===== config.mk =====
export PLATFORM = sky130hd
export DESIGN_NAME = floor_span_builder
export DESIGN_NICKNAME = d
export VERILOG_FILES = /design/src/design/fsb_pkg.sv /design/src/design/fsb_div.sv /design/src/design/fsb_span_calc.sv /design/src/design/floor_span_builder.sv
export VERILOG_INCLUDE_DIRS = /design/src /design/src/design
export SDC_FILE = /design/constraint.sdc
export NUM_CORES = 2
export LEC_CHECK = 0
export BUFFER_PORTS_ARGS = -buffer_cell sky130_fd_sc_hd__buf_2
export CAP_MARGIN = 20
export CORE_ASPECT_RATIO = 1.4
export CORE_UTILIZATION = 65
export CTS_BUF_LIST = sky130_fd_sc_hd__clkbuf_2 sky130_fd_sc_hd__clkbuf_4 sky130_fd_sc_hd__clkbuf_8
export DETAILED_ROUTE_END_ITERATION = 8
export PLACE_DENSITY = 0.83
export SYNTH_ARGS = -nofsm -noshare
export SYNTH_HDL_FRONTEND = slang
export SYNTH_SLANG_ARGS = --single-unit

===== constraint.sdc =====
create_clock -name clk -period 26.2 [get_ports clk]
set_input_delay 2.62 -clock clk [delete_from_list [all_inputs] [get_ports clk]]
set_output_delay 2.62 -clock clk [all_outputs]
set_load 0.01 [all_outputs]

===== src/design/assert_macros.svh =====
// ----------------------------------------------------------------------------
// assert_macros.svh
// Assertion helpers for the floor span builder; empty when SYNTHESIS is set.
// ----------------------------------------------------------------------------
`ifndef ASSERT_MACROS_SVH
`define ASSERT_MACROS_SVH

`ifndef SYNTHESIS
`define FSB_ASSERT(label, ck, rst_n, prop, msg) \
	label: assert property (@(posedge ck) disable iff (!rst_n) prop) else $error(msg);
`define FSB_ASSERT_NEVER(label, ck, rst_n, expr, msg) \
	label: assert property (@(posedge ck) disable iff (!rst_n) !(expr)) else $error(msg);
`else
`define FSB_ASSERT(label, ck, rst_n, prop, msg)
`define FSB_ASSERT_NEVER(label, ck, rst_n, expr, msg)
`endif

`endif


===== src/design/fsb_pkg.sv =====
`timescale 1ns / 1ps
// ----------------------------------------------------------------------------
// fsb_pkg
// Shared types, constants and state encodings of the floor span builder.
// ----------------------------------------------------------------------------
package fsb_pkg;

	localparam int ROWS_DEF        = 64;
	localparam int COLUMN_BITS_DEF = 10;
	localparam int ROW_CW          = 7;   // row counters, 0..64
	localparam int COL_MAX_W       = 12;
	localparam int DVD_W           = 34;  // signed dividend
	localparam int DVS_W           = 18;  // signed divisor
	localparam int CFG_IDX_W       = 3;

	localparam logic [5:0] HORIZON_RESET = 6'd32;
	localparam logic [9:0] SD_RESET      = 10'd160;

	typedef enum logic [CFG_IDX_W-1:0] {
		CFG_HEIGHT_COS      = 3'd0,
		CFG_HEIGHT_SIN      = 3'd1,
		CFG_OFFSET_X        = 3'd2,
		CFG_OFFSET_Y        = 3'd3,
		CFG_HORIZON_ROW     = 3'd4,
		CFG_SCREEN_DISTANCE = 3'd5
	} cfg_idx_t;

	typedef struct packed {
		logic [31:0] height_cos;
		logic [31:0] height_sin;
		logic [21:0] offset_x;
		logic [21:0] offset_y;
		logic [5:0]  horizon_row;
		logic [9:0]  screen_distance;
	} cfg_t;

	typedef struct packed {
		logic [5:0]           row;
		logic [COL_MAX_W-1:0] start;
	} span_req_t;

	typedef struct packed {
		logic [31:0] step_x;
		logic [31:0] step_y;
		logic [31:0] start_x;
		logic [31:0] start_y;
	} span_res_t;

	typedef enum logic [2:0] {
		SC_IDLE, SC_PREP, SC_DSTART, SC_DWAIT, SC_MULX, SC_MULY, SC_FIN
	} sc_state_t;

	typedef enum logic [3:0] {
		ST_IDLE, ST_TOP, ST_BOT, ST_UPD, ST_FILLA, ST_FILLB, ST_LAST,
		ST_FLUSH, ST_RD, ST_GO, ST_WAIT, ST_PUSH, ST_END
	} fsb_state_t;

endpackage


===== src/design/fsb_div.sv =====
`timescale 1ns / 1ps
// ----------------------------------------------------------------------------
// fsb_div
// Shared signed divider, restoring, one quotient bit per cycle, truncating.
// ----------------------------------------------------------------------------
module fsb_div (
	input  logic                              clk,
	input  logic                              arst_n,
	input  logic                              start,
	input  logic signed [fsb_pkg::DVD_W-1:0]  dividend,
	input  logic signed [fsb_pkg::DVS_W-1:0]  divisor,
	output logic                              done,
	output logic        [31:0]                quotient
);
	localparam int MW   = fsb_pkg::DVD_W - 1;
	localparam int SW   = fsb_pkg::DVS_W - 1;
	localparam int CW   = $clog2(MW);
	localparam logic [CW-1:0] LAST_CNT = CW'(MW - 1);

	logic          busy_q, done_q, neg_q;
	logic [CW-1:0] cnt_q;
	logic [MW-1:0] dq_q;
	logic [SW-1:0] rem_q, dvs_q;
	logic [fsb_pkg::DVD_W-1:0] dvd_abs;
	logic [fsb_pkg::DVS_W-1:0] dvs_abs;
	logic [SW:0]   trial, diff;
	logic          ge;
	logic [MW-1:0] q_signed;

	always_comb begin
		dvd_abs  = dividend[fsb_pkg::DVD_W-1] ? -dividend : dividend;
		dvs_abs  = divisor[fsb_pkg::DVS_W-1] ? -divisor : divisor;
		trial    = {rem_q, dq_q[MW-1]};
		diff     = trial - {1'b0, dvs_q};
		ge       = trial >= {1'b0, dvs_q};
		q_signed = neg_q ? -dq_q : dq_q;
	end

	assign done     = done_q;
	assign quotient = q_signed[31:0];

	always_ff @(posedge clk or negedge arst_n) begin
		if (!arst_n) begin
			busy_q <= 1'b0;
			done_q <= 1'b0;
			cnt_q  <= '0;
		end else begin
			done_q <= 1'b0;
			if (start) begin
				busy_q <= 1'b1;
				cnt_q  <= '0;
			end else if (busy_q) begin
				cnt_q <= cnt_q + 1'b1;
				if (cnt_q == LAST_CNT) begin
					busy_q <= 1'b0;
					done_q <= 1'b1;
				end
			end
		end
	end

	always_ff @(posedge clk) begin
		if (start) begin
			neg_q <= dividend[fsb_pkg::DVD_W-1] ^ divisor[fsb_pkg::DVS_W-1];
			dq_q  <= dvd_abs[MW-1:0];
			dvs_q <= dvs_abs[SW-1:0];
			rem_q <= '0;
		end else if (busy_q) begin
			rem_q <= ge ? diff[SW-1:0] : trial[SW-1:0];
			dq_q  <= {dq_q[MW-2:0], ge};
		end
	end

endmodule


===== src/design/fsb_span_calc.sv =====
`timescale 1ns / 1ps
// ----------------------------------------------------------------------------
// fsb_span_calc
// Per-span texture math: four divisions on the shared divider, then the
// start coordinates through one shared multiplier.
// ----------------------------------------------------------------------------
module fsb_span_calc (
	input  logic               clk,
	input  logic               arst_n,
	input  logic               go,
	input  fsb_pkg::span_req_t req,
	input  fsb_pkg::cfg_t      cfg,
	output logic               done,
	output fsb_pkg::span_res_t res
);
	localparam int DW = fsb_pkg::DVD_W;
	localparam int VW = fsb_pkg::DVS_W;
	localparam int CM = fsb_pkg::COL_MAX_W;

	fsb_pkg::sc_state_t st_q, st_nxt;
	logic [1:0]           k_q;
	logic signed [6:0]    den_q;
	logic signed [VW-1:0] dsd_q;
	logic [CM-1:0]        start_q;
	logic [31:0]          q_q [4];
	logic [31:0]          prod_q, fx_q, fy_q;

	logic [9:0]           sd_eff;
	logic signed [DW-1:0] hc, hs, dvd;
	logic signed [VW-1:0] dvs;
	logic                 div_start, div_done;
	logic [31:0]          div_quo, mul_a;
	logic [31+CM:0]       mul_full;

	always_comb begin
		sd_eff = (cfg.screen_distance == '0) ? 10'd1 : cfg.screen_distance;
		hc     = DW'($signed(cfg.height_cos));
		hs     = DW'($signed(cfg.height_sin));
		case (k_q)
			2'd0: begin dvd = -hc;     dvs = dsd_q;       end
			2'd1: begin dvd = -hs;     dvs = dsd_q;       end
			2'd2: begin dvd = hc - hs; dvs = VW'(den_q);  end
			2'd3: begin dvd = hs + hc; dvs = VW'(den_q);  end
			default: begin dvd = '0;   dvs = VW'(den_q);  end
		endcase
		mul_a    = (st_q == fsb_pkg::SC_MULX) ? q_q[0] : q_q[1];
		mul_full = {{CM{1'b0}}, mul_a} * {32'b0, start_q};
	end

	fsb_div u_div (
		.clk      (clk),
		.arst_n   (arst_n),
		.start    (div_start),
		.dividend (dvd),
		.divisor  (dvs),
		.done     (div_done),
		.quotient (div_quo)
	);

	always_comb begin
		st_nxt = st_q;
		case (st_q)
			fsb_pkg::SC_IDLE:   if (go) st_nxt = fsb_pkg::SC_PREP;
			fsb_pkg::SC_PREP:   st_nxt = fsb_pkg::SC_DSTART;
			fsb_pkg::SC_DSTART: st_nxt = fsb_pkg::SC_DWAIT;
			fsb_pkg::SC_DWAIT:  if (div_done)
				st_nxt = (k_q == 2'd3) ? fsb_pkg::SC_MULX : fsb_pkg::SC_DSTART;
			fsb_pkg::SC_MULX:   st_nxt = fsb_pkg::SC_MULY;
			fsb_pkg::SC_MULY:   st_nxt = fsb_pkg::SC_FIN;
			fsb_pkg::SC_FIN:    st_nxt = fsb_pkg::SC_IDLE;
			default:            st_nxt = fsb_pkg::SC_IDLE;
		endcase
	end

	always_comb begin
		div_start = 1'b0;
		done      = 1'b0;
		case (st_q)
			fsb_pkg::SC_DSTART: div_start = 1'b1;
			fsb_pkg::SC_FIN:    done      = 1'b1;
			default: ;
		endcase
		res.step_x  = q_q[0];
		res.step_y  = q_q[1];
		res.start_x = fx_q;
		res.start_y = fy_q;
	end

	always_ff @(posedge clk or negedge arst_n) begin
		if (!arst_n) begin
			st_q <= fsb_pkg::SC_IDLE;
			k_q  <= '0;
		end else begin
			st_q <= st_nxt;
			if (st_q == fsb_pkg::SC_PREP)
				k_q <= '0;
			else if (st_q == fsb_pkg::SC_DWAIT && div_done)
				k_q <= k_q + 1'b1;
		end
	end

	always_ff @(posedge clk) begin
		case (st_q)
			fsb_pkg::SC_IDLE: if (go) begin
				den_q   <= 7'({1'b0, req.row}) - 7'({1'b0, cfg.horizon_row});
				start_q <= req.start;
			end
			fsb_pkg::SC_PREP:
				dsd_q <= VW'(den_q) * $signed(VW'({1'b0, sd_eff}));
			fsb_pkg::SC_DWAIT: if (div_done) q_q[k_q] <= div_quo;
			fsb_pkg::SC_MULX: prod_q <= mul_full[31:0];
			fsb_pkg::SC_MULY: begin
				fx_q   <= prod_q + q_q[2] - 32'(cfg.offset_x);
				prod_q <= mul_full[31:0];
			end
			fsb_pkg::SC_FIN: fy_q <= prod_q + q_q[3] + 32'(cfg.offset_y);
			default: ;
		endcase
	end

endmodule


===== src/design/floor_span_builder.sv =====
`timescale 1ns / 1ps
// ----------------------------------------------------------------------------
// floor_span_builder
// Turns per-column visible floor row ranges into textured horizontal spans.
// ----------------------------------------------------------------------------
// Usage: one item transaction per screen column, left to right, on
// item_valid/item_ready. Each column closes spans for rows that left the open
// range (rows above the new top ascending, then rows below the new bottom
// descending); a column with last_column set then flushes all open rows.
// Each span leaves on span_valid/span_ready; run_end marks the last span of
// a column. Registers are written on cfg_valid/cfg_ready; the user must
// write them only while idle, the block does not enforce it. A row on the
// horizon row yields no span. A column writes a row start per newly opened
// row, a last column adds a flush; each span runs the shared 33-step divider
// four times, then multiply and add steps. item_ready is high only idle.
// A span is held back one slot so run_end can be set; a stalled receiver
// holds the block in its push step until the output register frees up.
// Reset: open range empty, registers at defaults (horizon row 32, screen
// distance 160); the row start memory is not cleared.
// ----------------------------------------------------------------------------
`include "assert_macros.svh"

module floor_span_builder #(
	parameter int ROWS        = fsb_pkg::ROWS_DEF,
	parameter int COLUMN_BITS = fsb_pkg::COLUMN_BITS_DEF
) (
	input  logic                              clk,
	input  logic                              arst_n,
	input  logic                              item_valid,
	output logic                              item_ready,
	input  logic [COLUMN_BITS-1:0]            column,
	input  logic [6:0]                        top_row,
	input  logic [6:0]                        bottom_row,
	input  logic                              last_column,
	output logic                              span_valid,
	input  logic                              span_ready,
	output logic [5:0]                        span_row,
	output logic [COLUMN_BITS-1:0]            span_start,
	output logic [COLUMN_BITS:0]              span_end,
	output logic signed [31:0]                step_x,
	output logic signed [31:0]                step_y,
	output logic signed [31:0]                start_x,
	output logic signed [31:0]                start_y,
	output logic                              run_end,
	input  logic                              cfg_valid,
	output logic                              cfg_ready,
	input  logic [fsb_pkg::CFG_IDX_W-1:0]     cfg_index,
	input  logic [31:0]                       cfg_data
);
	localparam int RW   = fsb_pkg::ROW_CW;
	localparam int RA_W = (ROWS > 1) ? $clog2(ROWS) : 1;
	localparam logic [RW-1:0] ROWS_C = RW'(ROWS);

	fsb_pkg::cfg_t      cfg_q;
	fsb_pkg::fsb_state_t st_q, st_nxt, ret_q;

	logic [COLUMN_BITS-1:0] col_q, rd_q;
	logic [COLUMN_BITS:0]   end_q;
	logic                   last_q;
	logic [RW-1:0] nt_q, nb_q, t_q, b_q, open_top_q, open_bot_q, y_q, row_q;
	logic [RW-1:0] fill_hi_q, fillb_lo_q, fillb_hi_q, nt_in, nb_in;
	logic [COLUMN_BITS-1:0] mem [ROWS];

	logic                   pend_full_q;
	logic [5:0]             pend_row_q;
	logic [COLUMN_BITS-1:0] pend_start_q;
	logic [COLUMN_BITS:0]   pend_end_q;
	fsb_pkg::span_res_t     pend_res_q;

	logic                   out_valid_q, out_last_q;
	logic [5:0]             out_row_q;
	logic [COLUMN_BITS-1:0] out_start_q;
	logic [COLUMN_BITS:0]   out_end_q;
	fsb_pkg::span_res_t     out_res_q;

	logic top_go, bot_go, fill_a_go, fill_b_go, flush_go, horizon_hit, out_free;
	logic mem_we, mem_re, calc_go, calc_done, pend_load, pend_to_out;
	fsb_pkg::span_req_t calc_req;
	fsb_pkg::span_res_t calc_res;

	always_comb begin
		nt_in       = (top_row > ROWS_C) ? ROWS_C : top_row;
		nb_in       = (bottom_row > ROWS_C) ? ROWS_C : bottom_row;
		top_go      = (t_q < nt_q) && (t_q < b_q);
		bot_go      = (b_q > nb_q) && (t_q < b_q);
		fill_a_go   = y_q < fill_hi_q;
		fill_b_go   = y_q < fillb_hi_q;
		flush_go    = y_q < open_bot_q;
		horizon_hit = row_q[5:0] == cfg_q.horizon_row;
		out_free    = !out_valid_q || span_ready;
		calc_req.row   = row_q[5:0];
		calc_req.start = fsb_pkg::COL_MAX_W'(rd_q);
	end

	fsb_span_calc u_calc (
		.clk    (clk),
		.arst_n (arst_n),
		.go     (calc_go),
		.req    (calc_req),
		.cfg    (cfg_q),
		.done   (calc_done),
		.res    (calc_res)
	);

	always_comb begin
		st_nxt = st_q;
		case (st_q)
			fsb_pkg::ST_IDLE:  if (item_valid) st_nxt = fsb_pkg::ST_TOP;
			fsb_pkg::ST_TOP:   st_nxt = top_go ? fsb_pkg::ST_RD : fsb_pkg::ST_BOT;
			fsb_pkg::ST_BOT:   st_nxt = bot_go ? fsb_pkg::ST_RD : fsb_pkg::ST_UPD;
			fsb_pkg::ST_UPD:   st_nxt = fsb_pkg::ST_FILLA;
			fsb_pkg::ST_FILLA: st_nxt = fill_a_go ? fsb_pkg::ST_FILLA : fsb_pkg::ST_FILLB;
			fsb_pkg::ST_FILLB: st_nxt = fill_b_go ? fsb_pkg::ST_FILLB : fsb_pkg::ST_LAST;
			fsb_pkg::ST_LAST:  st_nxt = last_q ? fsb_pkg::ST_FLUSH : fsb_pkg::ST_END;
			fsb_pkg::ST_FLUSH: st_nxt = flush_go ? fsb_pkg::ST_RD : fsb_pkg::ST_END;
			fsb_pkg::ST_RD:    st_nxt = horizon_hit ? ret_q : fsb_pkg::ST_GO;
			fsb_pkg::ST_GO:    st_nxt = fsb_pkg::ST_WAIT;
			fsb_pkg::ST_WAIT:  if (calc_done) st_nxt = fsb_pkg::ST_PUSH;
			fsb_pkg::ST_PUSH:  if (!pend_full_q || out_free) st_nxt = ret_q;
			fsb_pkg::ST_END:   if (!pend_full_q || out_free) st_nxt = fsb_pkg::ST_IDLE;
			default:           st_nxt = fsb_pkg::ST_IDLE;
		endcase
	end

	always_comb begin
		item_ready  = 1'b0;
		mem_we      = 1'b0;
		mem_re      = 1'b0;
		calc_go     = 1'b0;
		pend_load   = 1'b0;
		pend_to_out = 1'b0;
		case (st_q)
			fsb_pkg::ST_IDLE:  item_ready = 1'b1;
			fsb_pkg::ST_FILLA: mem_we = fill_a_go;
			fsb_pkg::ST_FILLB: mem_we = fill_b_go;
			fsb_pkg::ST_RD:    mem_re = !horizon_hit;
			fsb_pkg::ST_GO:    calc_go = 1'b1;
			fsb_pkg::ST_PUSH: begin
				pend_load   = !pend_full_q || out_free;
				pend_to_out = pend_full_q && out_free;
			end
			fsb_pkg::ST_END:   pend_to_out = pend_full_q && out_free;
			default: ;
		endcase
	end

	assign cfg_ready  = 1'b1;
	assign span_valid = out_valid_q;
	assign span_row   = out_row_q;
	assign span_start = out_start_q;
	assign span_end   = out_end_q;
	assign step_x     = $signed(out_res_q.step_x);
	assign step_y     = $signed(out_res_q.step_y);
	assign start_x    = $signed(out_res_q.start_x);
	assign start_y    = $signed(out_res_q.start_y);
	assign run_end    = out_last_q;

	always_ff @(posedge clk or negedge arst_n) begin
		if (!arst_n) begin
			cfg_q.height_cos      <= '0;
			cfg_q.height_sin      <= '0;
			cfg_q.offset_x        <= '0;
			cfg_q.offset_y        <= '0;
			cfg_q.horizon_row     <= fsb_pkg::HORIZON_RESET;
			cfg_q.screen_distance <= fsb_pkg::SD_RESET;
		end else if (cfg_valid && cfg_ready) begin
			case (fsb_pkg::cfg_idx_t'(cfg_index))
				fsb_pkg::CFG_HEIGHT_COS:      cfg_q.height_cos      <= cfg_data;
				fsb_pkg::CFG_HEIGHT_SIN:      cfg_q.height_sin      <= cfg_data;
				fsb_pkg::CFG_OFFSET_X:        cfg_q.offset_x        <= cfg_data[21:0];
				fsb_pkg::CFG_OFFSET_Y:        cfg_q.offset_y        <= cfg_data[21:0];
				fsb_pkg::CFG_HORIZON_ROW:     cfg_q.horizon_row     <= cfg_data[5:0];
				fsb_pkg::CFG_SCREEN_DISTANCE: cfg_q.screen_distance <= cfg_data[9:0];
				default: ;
			endcase
		end
	end

	always_ff @(posedge clk or negedge arst_n) begin
		if (!arst_n) begin
			st_q        <= fsb_pkg::ST_IDLE;
			ret_q       <= fsb_pkg::ST_IDLE;
			open_top_q  <= '0;
			open_bot_q  <= '0;
			t_q         <= '0;
			b_q         <= '0;
			nt_q        <= '0;
			nb_q        <= '0;
			y_q         <= '0;
			row_q       <= '0;
			fill_hi_q   <= '0;
			fillb_lo_q  <= '0;
			fillb_hi_q  <= '0;
			last_q      <= 1'b0;
			pend_full_q <= 1'b0;
			out_valid_q <= 1'b0;
		end else begin
			st_q <= st_nxt;
			case (st_q)
				fsb_pkg::ST_IDLE: if (item_valid) begin
					nt_q   <= nt_in;
					nb_q   <= nb_in;
					last_q <= last_column;
					t_q    <= open_top_q;
					b_q    <= open_bot_q;
				end
				fsb_pkg::ST_TOP: if (top_go) begin
					row_q <= t_q;
					t_q   <= t_q + 1'b1;
					ret_q <= fsb_pkg::ST_TOP;
				end
				fsb_pkg::ST_BOT: if (bot_go) begin
					row_q <= b_q - 1'b1;
					b_q   <= b_q - 1'b1;
					ret_q <= fsb_pkg::ST_BOT;
				end
				fsb_pkg::ST_UPD: begin
					if (nt_q < nb_q) begin
						open_top_q <= nt_q;
						open_bot_q <= nb_q;
						y_q        <= nt_q;
						if (t_q < b_q) begin
							fill_hi_q  <= t_q;
							fillb_lo_q <= b_q;
						end else begin
							fill_hi_q  <= nb_q;
							fillb_lo_q <= nb_q;
						end
						fillb_hi_q <= nb_q;
					end else begin
						open_top_q <= '0;
						open_bot_q <= '0;
						y_q        <= '0;
						fill_hi_q  <= '0;
						fillb_lo_q <= '0;
						fillb_hi_q <= '0;
					end
				end
				fsb_pkg::ST_FILLA: y_q <= fill_a_go ? y_q + 1'b1 : fillb_lo_q;
				fsb_pkg::ST_FILLB: if (fill_b_go) y_q <= y_q + 1'b1;
				fsb_pkg::ST_LAST:  y_q <= open_top_q;
				fsb_pkg::ST_FLUSH: begin
					if (flush_go) begin
						row_q <= y_q;
						y_q   <= y_q + 1'b1;
						ret_q <= fsb_pkg::ST_FLUSH;
					end else begin
						open_top_q <= '0;
						open_bot_q <= '0;
					end
				end
				default: ;
			endcase

			if (pend_load)
				pend_full_q <= 1'b1;
			else if (pend_to_out)
				pend_full_q <= 1'b0;

			if (pend_to_out)
				out_valid_q <= 1'b1;
			else if (span_ready)
				out_valid_q <= 1'b0;
		end
	end

	always_ff @(posedge clk) begin
		if (st_q == fsb_pkg::ST_IDLE && item_valid)
			col_q <= column;
		if (st_q == fsb_pkg::ST_TOP || st_q == fsb_pkg::ST_BOT)
			end_q <= {1'b0, col_q};
		else if (st_q == fsb_pkg::ST_FLUSH)
			end_q <= {1'b0, col_q} + 1'b1;
		if (mem_we)
			mem[y_q[RA_W-1:0]] <= col_q;
		if (mem_re)
			rd_q <= mem[row_q[RA_W-1:0]];
		if (pend_to_out) begin
			out_row_q   <= pend_row_q;
			out_start_q <= pend_start_q;
			out_end_q   <= pend_end_q;
			out_res_q   <= pend_res_q;
			out_last_q  <= (st_q == fsb_pkg::ST_END);
		end
		if (pend_load) begin
			pend_row_q   <= row_q[5:0];
			pend_start_q <= rd_q;
			pend_end_q   <= end_q;
			pend_res_q   <= calc_res;
		end
	end

	`FSB_ASSERT(a_open_order, clk, arst_n, (open_top_q <= open_bot_q) && (open_bot_q <= ROWS_C), "open row range out of order")
	`FSB_ASSERT(a_idle_drained, clk, arst_n, (st_q == fsb_pkg::ST_IDLE) |-> !pend_full_q, "span held back while idle")
	`FSB_ASSERT(a_done_waited, clk, arst_n, calc_done |-> (st_q == fsb_pkg::ST_WAIT), "span math finished unexpectedly")
	`FSB_ASSERT_NEVER(a_fill_range, clk, arst_n, mem_we && (y_q >= ROWS_C), "row start write beyond rows")

endmodule

==> metrics.md <==
| Metric | Value |
|---|---|
| Share of layout cells above drive strength 1 | about 16% |
| Crit path arrival time | 9.10 ns |
| Worst Reg-to-Reg Cells | 25 |
| Final Cell Area | 87,400 um2 |
| Multi-input logic area | 32,200 um2 |
| Clk sinks | 1,532 |
| WL/cell | approximately 26 um |
| DR iter-0 viols | a little under 5,000 |
| Htree depth | 4 |
| Die X | just under 300 um |
| Crit path from | u_calc.st_q[1] |
| Final std cells w/o fill | 8,114 |
| Crit Path Max Fanout | 32 |
| CTS Buf Count | 210 |
| Area after DPL | about 83,000 um2 |
| Number of synthesized flops with an enable pin | about 1,300 |
| Worst Hold Depth | 0 |
| FMAX | approximately 0.12 GHz |
| Min-Delay Path Class | register to register |
| Worst Path Required | 26.93 ns |
| Die area | approximately 120,000 um2 |
| Initial DRT Pass Iterations | 7 |
| Synth async-reset ratio | around 15% |
| Startpoint types | register |
| Vias per Instance | around 6.4 |
| DRT Wirelength | 212,000 um |
| Worst Hold End | pend_res_q[40] |
| Sequential share of the synthesized area | 55.9% |
| Initial core utilization | about two thirds |
| Final Hold Vio Count | 0 |
| Filler cells | 7,737 |
| Cts hold-fix bufs | 0 |
| Tot GR Track Use | about a third |
| Post-CTS resize count | 0 |
| Synth-to-layout area growth | 9.34% |
| Hold slack | 0.405 ns |
| Io pins | 224 |
| Cell area after synthesis | 79,900 um2 |
| Leakage | 33.5 nW |
| DRC | 0 |
| Sequential Area | around 45,000 um2 |
| Crit. End Element | register |
| Clock latency on the worst-skew pair | between 1 and 1.5 ns |
| Clock skew | 0.0725 ns |
| CTS tree | built |
| Synth Instances | 6,035 |
| Overflow left after global routing | 0 |
| Distinct cells, synth | between 90 and 100 |
| Kind of critical path | register to register |
| Post-CTS setup buffer count | 0 |
| Largest net degree at the start of global routing | 102 |
| Hold_sp | u_calc.fx_q[8] |
| CTS root buffer | clkbuf_8 |
| TNS Setup | 0 ns |
| Core ar. | ~120,000 um2 |
| Synth Net Count | 6,704 |
| Num rows | 151 |
| Initial antenna violation count | 14 |
| First-pass GRT wire length | about 320,000 um |
| Worst slew pin tran | 1.22 ns |
| Max Slew Vio Count | 0 |
| Layout Nets | between 6,000 and 7,000 |
| Routability cong. | 1.00 |
| VDD IR-drop max | 0.0894 mV |
| Syn Area/Cell | roughly 13 um2 |
| Final worst slack | about 18 ns |
| Placed Instances | 7,711 |
| Post-detail-place hpwl | 151,000 um |
| Register-to-register setup slack | about 18 ns |
| Slew margin rel. | 18.1% |
| Die H | ~420 um |
| Yosys reg bits | about 1,500 |
| Clk pin slew, worst setup/hold paths | roughly 0.070 ns |
| Antenna Nets Post-Route | 0 |
| Worst r2r dst | u_calc.prod_q[30] |
| RSZ-0062 raised after global routing | no |
| Clock buffer depth | 3 |
| Detailed-route via count | 52,091 |
| Pwr Density | 92.3 nW/um2 |
| Ys Warns | 0 |
| Min Tclk post-route | 8.37 ns |
| Number of global-route vias before repair | 53,132 |
| RR Startpoint | u_calc.st_q[1] |
| Final setup violation count | 0 |
| Maxcap violations | 0 |
| Main synth FF type | edfxtp_1 |
| Tcrit/Tclk final | 31.9% |
| Input/output buffers | 222 |
| Post-place setup slack | 18.02 ns |
| Status | finished clean |
[cell usage after synthesis (29+ instances only)]
| library cell | count | share of area [%] |
|---|---|---|
| xor2_1 | 75 | 0.82 |
| xnor2_1 | 201 | 2.2 |
| nand2_1 | 456 | 2.1 |
| nand4_1 | 33 | 0.26 |
| mux2i_1 | 36 | 0.45 |
| a21oi_1 | 255 | 1.6 |
| nand2b_1 | 61 | 0.48 |
| and2_1 | 186 | 1.5 |
| ha_1 | 317 | 5.0 |
| a31oi_1 | 33 | 0.26 |
| dfrtp_1 | 220 | 6.9 |
| o21a_1 | 29 | 0.27 |
| o31ai_1 | 42 | 0.39 |
| clkbuf_1 | 196 | 0.92 |
| mux2_2 | 125 | 1.8 |
| or3_1 | 32 | 0.25 |
| a21o_1 | 72 | 0.68 |
| inv_1 | 576 | 2.7 |
| nor4_1 | 33 | 0.26 |
| mux4_2 | 210 | 5.9 |
| nand3_1 | 72 | 0.45 |
| buf_1 | 31 | 0.15 |
| fa_1 | 287 | 7.2 |
| nor2_1 | 301 | 1.4 |
| nor3_1 | 78 | 0.49 |
| edfxtp_1 | 1291 | 49 |
| o21ai_0 | 277 | 1.7 |
| nor2b_1 | 55 | 0.43 |
[kinds of logic after synthesis]
kind of cell / Yosys count / synth area share (%)
adder cells (fa/ha/maj): 604 / 12.2
XOR/XNOR: 277 / 3.04
AND/OR/NAND/NOR: 1443 / 8.94
AO/OA/AOI/OAI: 993 / 7.95
other: 1 / 0.00469
multiplexers: 371 / 8.13
buffers and inverters: 814 / 3.85
flip-flops: 1532 / 55.9
[critical path, cell delays in order (launching register included)]
cell and delay (ns):
dfrtp_1 0.49, nor2_1 0.21, and2_2 0.82, mux2i_1 0.79, nand2b_1 0.21, fa_1 0.45, fa_1 0.49, inv_1 0.06
fa_1 0.39, fa_1 0.52, inv_1 0.05, fa_1 0.47, inv_1 0.04, ha_1 0.36, a21oi_1 0.16, nor2b_1 0.10
a2111oi_0 0.67, o21ai_0 0.34, a31oi_1 0.27, a21oi_1 0.13, a41oi_1 0.27, nand2_1 0.09, a31oi_1 0.30, o21bai_1 0.10
a21oi_1 0.19, xnor2_1 0.09
[metrics by stage]
stage	power [W]	util (%)
final	0.00806	71.9
after detailed placement	0.00613	68.2
after CTS	0.00803	71.8
after global routing	0.00841	71.9
after floorplan	0.00521	-
after global placement	0.00602	68.2
[cell usage in the layout, fill, tap and decap left out, types with 54 or more instances in the layout]
master	synthesis	routed
nor2_1	301	300
xnor2_1	201	201
nor3_1	78	78
nand2b_1	61	61
mux2_2	125	125
nand3_1	72	72
o21ai_0	277	276
nor2b_1	55	54
a21oi_1	255	254
ha_1	317	317
mux4_2	210	210
buf_4	2	81
and2_1	186	184
clkbuf_8	0	219
fa_1	287	287
nand2_1	456	456
inv_1	576	575
clkbuf_4	0	68
edfxtp_1	1291	1291
buf_2	5	223
dfrtp_1	220	216
a21o_1	72	72
xor2_1	75	75
[where the power goes]
group          internal, W  leakage (nW)  switching (W)  total, W
Sequential         0.00302          14.6       0.000292   0.00332
Combinational      0.00114          16.7        0.00171   0.00285
Clock             0.000969          2.31       0.000932   0.00190
Total              0.00513          33.5        0.00293   0.00806
[routing by layer]
metal	global-route usage, %	routed length, um
met1	39.9	72200
met2	58.7	106000
met3	6.47	16800
met4	24.7	16900
met5	0	107
[how the worst max path moves through the flow]
stage	to	slack [ns]	depth (start not counted)
after CTS	u_calc.prod_q[30]	17.97	25
after floorplan	pend_end_q[0]	15.31	2
after global routing	u_calc.prod_q[30]	17.43	25
after detailed placement	u_calc.prod_q[30]	18.02	25
final	u_calc.prod_q[30]	17.83	25
after global placement	u_calc.prod_q[30]	18.29	25
[flip-flops by register name, summed over array words and instances (netlist names), 18 cells and up]
name               flops
mem                  640
pend_res_q           128
u_calc.q_q           128
cfg_q                124
u_calc.u_div.dq_q     33
start_x               32
start_y               32
step_x                32
step_y                32
u_calc.fx_q           32
u_calc.fy_q           32
u_calc.prod_q         32
u_calc.dsd_q          18
[cell type report]
| class | instances | area share, % |
|---|---|---|
| well taps | 1606 | 2.30 |
| repair buffers | 313 | 2.14 |
| flip-flops and latches | 1532 | 51.2 |
| diodes | 4 | 0.0115 |
| multi-input cells | 3689 | 36.9 |
| clock inverters | 104 | 0.979 |
| inverters | 579 | 2.49 |
| clock buffers | 287 | 4.03 |
(Power assumes the default switching activity.)
